File: config.mk
export PLATFORM = sky130hd
export DESIGN_NAME = cpct_ram
export DESIGN_NICKNAME = d
export VERILOG_FILES = /design/src/hw/rtl/cpct_ram.sv
export SDC_FILE = /design/constraint.sdc
export NUM_CORES = 1
export LEC_CHECK = 0
export BUFFER_PORTS_ARGS = -buffer_cell sky130_fd_sc_hd__clkbuf_2
export CAP_MARGIN = 0
export CORE_ASPECT_RATIO = 1.75
export CORE_MARGIN = 1
export CORE_UTILIZATION = 65
export CTS_CLUSTER_DIAMETER = 100
export DETAILED_ROUTE_END_ITERATION = 16
export PLACE_DENSITY = 0.82
export SYNTH_ARGS = -nofsm -noshare
export SYNTH_HDL_FRONTEND = slang
export SYNTH_SLANG_ARGS = --single-unit
File: constraint.sdc
create_clock -name i_clk -period 6.94 [get_ports i_clk]
set_input_delay 1.388 -clock i_clk [delete_from_list [all_inputs] [get_ports i_clk]]
set_output_delay 1.388 -clock i_clk [all_outputs]
set_load 0.05 [all_outputs]
File: src/hw/rtl/cpct_ram.sv
// Generic single-write, single-read RAM with registered read data.
// No dependencies.
`default_nettype none

module cpct_ram #(
    parameter int WIDTH = 8,
    parameter int DEPTH = 64
) (
    input  wire logic                     i_clk,
    input  wire logic                     i_we,
    input  wire logic [$clog2(DEPTH)-1:0] i_waddr,
    input  wire logic [WIDTH-1:0]         i_wdata,
    input  wire logic                     i_re,
    input  wire logic [$clog2(DEPTH)-1:0] i_raddr,
    output logic      [WIDTH-1:0]         o_rdata
);

    logic [WIDTH-1:0] r_mem [DEPTH];

    always_ff @(posedge i_clk) begin
        if (i_we) begin
            r_mem[i_waddr] <= i_wdata;
        end
        if (i_re) begin
            o_rdata <= r_mem[i_raddr];
        end
    end

endmodule

`default_nettype wire

==> metrics.csv <==
metric,value,unit
Int Power,4967,µW
area delta synth->final,9.245,%
"slowest stage delay, CP",0.68,ns
Clock transition at path regs,0.07,ns
fmax,243.4,MHz
reg2reg setup slack,4.66,ns
post-synth cell types,39,
DP HPWL,26530,µm
first-pass GRT wire length,65560,µm
Fill cells,1669,
gate count of the mapped netlist,940,
Num CTS Buffers,42,
H-tree levels,2,
total track usage,29.58,%
RSZ-0062 raised after global routing,false,
Placed Instances,1327,
vias in the first global route,10040,
CP top delay family,buffers and inverters,
Root Driver,clkbuf_16,
routed via count,9784,
period utilization,59.19,%
R2R Path Start,r_mem[3][3],
Total Die Area,31890,µm²
antenna cells,0,
hold_buf cts,0,
chip height,235.5,µm
critical path arrival,4.39,ns
worst-path fanout max,47,
Fin. Hold Viols,0,
maximum VDD drop,221.1,µV
# nets final,1003,
post-place setup slack,2.284,ns
leakage power,0.006853,µW
"Slew Viols, Final",0,
Finished Layout Cells,1400,
"Remaining Overflow, GRT",0,
Multi-input gate area,4315,µm²
Max-Cap Viols,0,
Final GP Congestion,0.8700,
syn nets,963,
Sequential Area,15620,µm²
Hold Path Origin,r_mem[22][0],
WL final,44330,µm
synthesis warning total,0,
crit-path cells,buf_4 > buf_4 > buf_4 > mux4_2 > mux4_2 > nor2_1 > nor3_1 > o2bb2ai_1,
Core ar.,30740,µm²
Post-synth EDFFs,520,
I/O pins,31,
WP buf/inv,3,
num rows,85,
Setup Buffers After CTS,0,
final setup TNS,0,ns
Worst Max-Slew Pin Slew,1.333,ns
CTS Buffer Depth,3,
DP Area,20720,µm²
Comb pwr share,5.2,%
FF-to-FF End,o_rdata[3],
relative slew slack,11.15,%
DRT antenna net count,0,
Iteration-0 DRC Markers,1336,
Setup CP Type,primary input to register,
Yosys reg bits,520,
sequential power share,56.0,%
sequential element share of the synthesized area,77.12,%
First-pass DRT Iterations,6,
Sw Share,20.39,%
Worst path most repeated cell,buf_4,
Die Wd,135.4,µm
P_sw,1272,µW
"leading cell types in the layout, fill and taps excluded","edfxtp_1, mux4_2, nor2_1, clkbuf_16, clkbuf_2",
slowest cell on the critical path,buf_4,
Post-Syn Area per Cell,21.54,µm²
Final min period,4.108,ns
top_reg_cell synth,edfxtp_1,
status,completed,
clock power share,38.8,%
Critical Path End Type,register,
Clock Latency Late Sink,0.55,ns
largest net degree at the start of global routing,68,
# setup viols final,0,
"commonest non-fill, non-tap cell in the layout",edfxtp_1,
Worst Hold End,o_rdata[0],
type of origin of the critical path,primary input,
Hold Path Depth,4,
finished layout cell area,22120,µm²
pwr/cell area,282.1,nW/µm²
initial core utilization,65.87,%
setup ws final,2.832,ns
CTS sink count,520,
worst reg-to-reg path cell count,4,
clk_skew,0.01015,ns
Post-route DRC,0,
initial antenna violation count,0,
WL/cell,31.66,µm
port buffer count,30,
layout cell share with drive strength beyond 1,24.78,%
post-CTS sizing,0,
Post-synth ARST share,0,%
Min-Delay Path Class,register to register,
via/cell ratio,6.989,
Critical Path RT,7.23,ns
CTS tree,done,
Mapped Area,20250,µm²
## synthesized netlist by cell type, types with 3 or more instances
| cell | n | area share [%] |
|---|---|---|
| edfxtp_1 | 520 | 77 |
| mux4_2 | 126 | 14 |
| nor2_1 | 83 | 1.5 |
| mux2i_1 | 23 | 1.1 |
| nand2_1 | 19 | 0.35 |
| clkbuf_1 | 17 | 0.32 |
| nor2b_1 | 14 | 0.43 |
| buf_4 | 13 | 0.48 |
| mux2_2 | 13 | 0.72 |
| nand3_1 | 13 | 0.32 |
| buf_2 | 11 | 0.27 |
| o221ai_1 | 8 | 0.35 |
| o22ai_1 | 8 | 0.25 |
| nand2b_1 | 7 | 0.22 |
| nor3_1 | 7 | 0.17 |
| a221oi_1 | 6 | 0.26 |
| a211oi_1 | 4 | 0.15 |
| buf_1 | 4 | 0.074 |
| buf_6 | 4 | 0.22 |
| a21oi_1 | 3 | 0.074 |
| a22oi_1 | 3 | 0.11 |
| nand3b_1 | 3 | 0.11 |
| o2111ai_1 | 3 | 0.13 |
| o2bb2ai_1 | 3 | 0.13 |
## layout make-up
cell class	instances	share of cell area, %
clock buffer	51	5.193
clock inverter	22	1.126
multi-input combinational	369	19.51
sequential	520	70.60
tap	391	2.212
timing repair buffer	47	1.363
## worst register-to-register path, stage by stage (launching register included)
cell and delay (ns):
edfxtp_1 0.35, mux4_2 0.47, nor2b_1 0.15, a2111oi_0 0.90, o41ai_1 0.15
## how the worst max path moves through the flow
stage | start | endpoint | depth (start not counted)
after global routing | i_raddr[1] | o_rdata[1] | 8
after global placement | i_raddr[0] | o_rdata[5] | 6
after floorplan | i_raddr[1] | o_rdata[3] | 7
after detailed placement | i_raddr[1] | o_rdata[1] | 8
after CTS | i_raddr[1] | o_rdata[1] | 8
final | i_raddr[1] | o_rdata[1] | 8
## cells by family (layout without fill, tap and decap cells)
kind of cell	Yosys count	after routing	synth area share, %
compound gates	54	54	2.064
buf+inv	51	120	1.563
flops	520	520	77.12
mux	162	162	15.88
simple gates	153	153	3.374
## through the flow
step           total power, µW  utilization, %  hold slack, ns
2_1_floorplan             3755               -          0.7971
3_3_place_gp              3872           67.40          0.8816
3_5_place_dp              3882           67.42          0.8974
4_1_cts                   6252           71.96          0.9161
5_1_grt                   6368           71.96          0.9597
6_report                  6239           71.96          0.9255
## sequential cells by signal, indices dropped and copies added, names as in the netlist
signal	cells
o_rdata	8
r_mem	512
## layer usage
layer | vias to the layer above | GRT usage, % | share of wire (%)
met1 | 5051 | 36.03 | 33
met5 | - | 0 | 0
met4 | 0 | 13.82 | 5.1
met2 | 610 | 51.14 | 54
met3 | 128 | 5.233 | 8.0
li1 | 3995 | - | -
## power groups by stage
stage / logic [µW] / clock network (µW) / registers [µW]
2_1_floorplan: 185 / 0 / 3570
3_3_place_gp: 313 / 0 / 3560
3_5_place_dp: 322 / 0 / 3560
4_1_cts: 327 / 2430 / 3490
5_1_grt: 343 / 2530 / 3490
6_report: 327 / 2420 / 3490
Power figures use the tool's default switching activity.
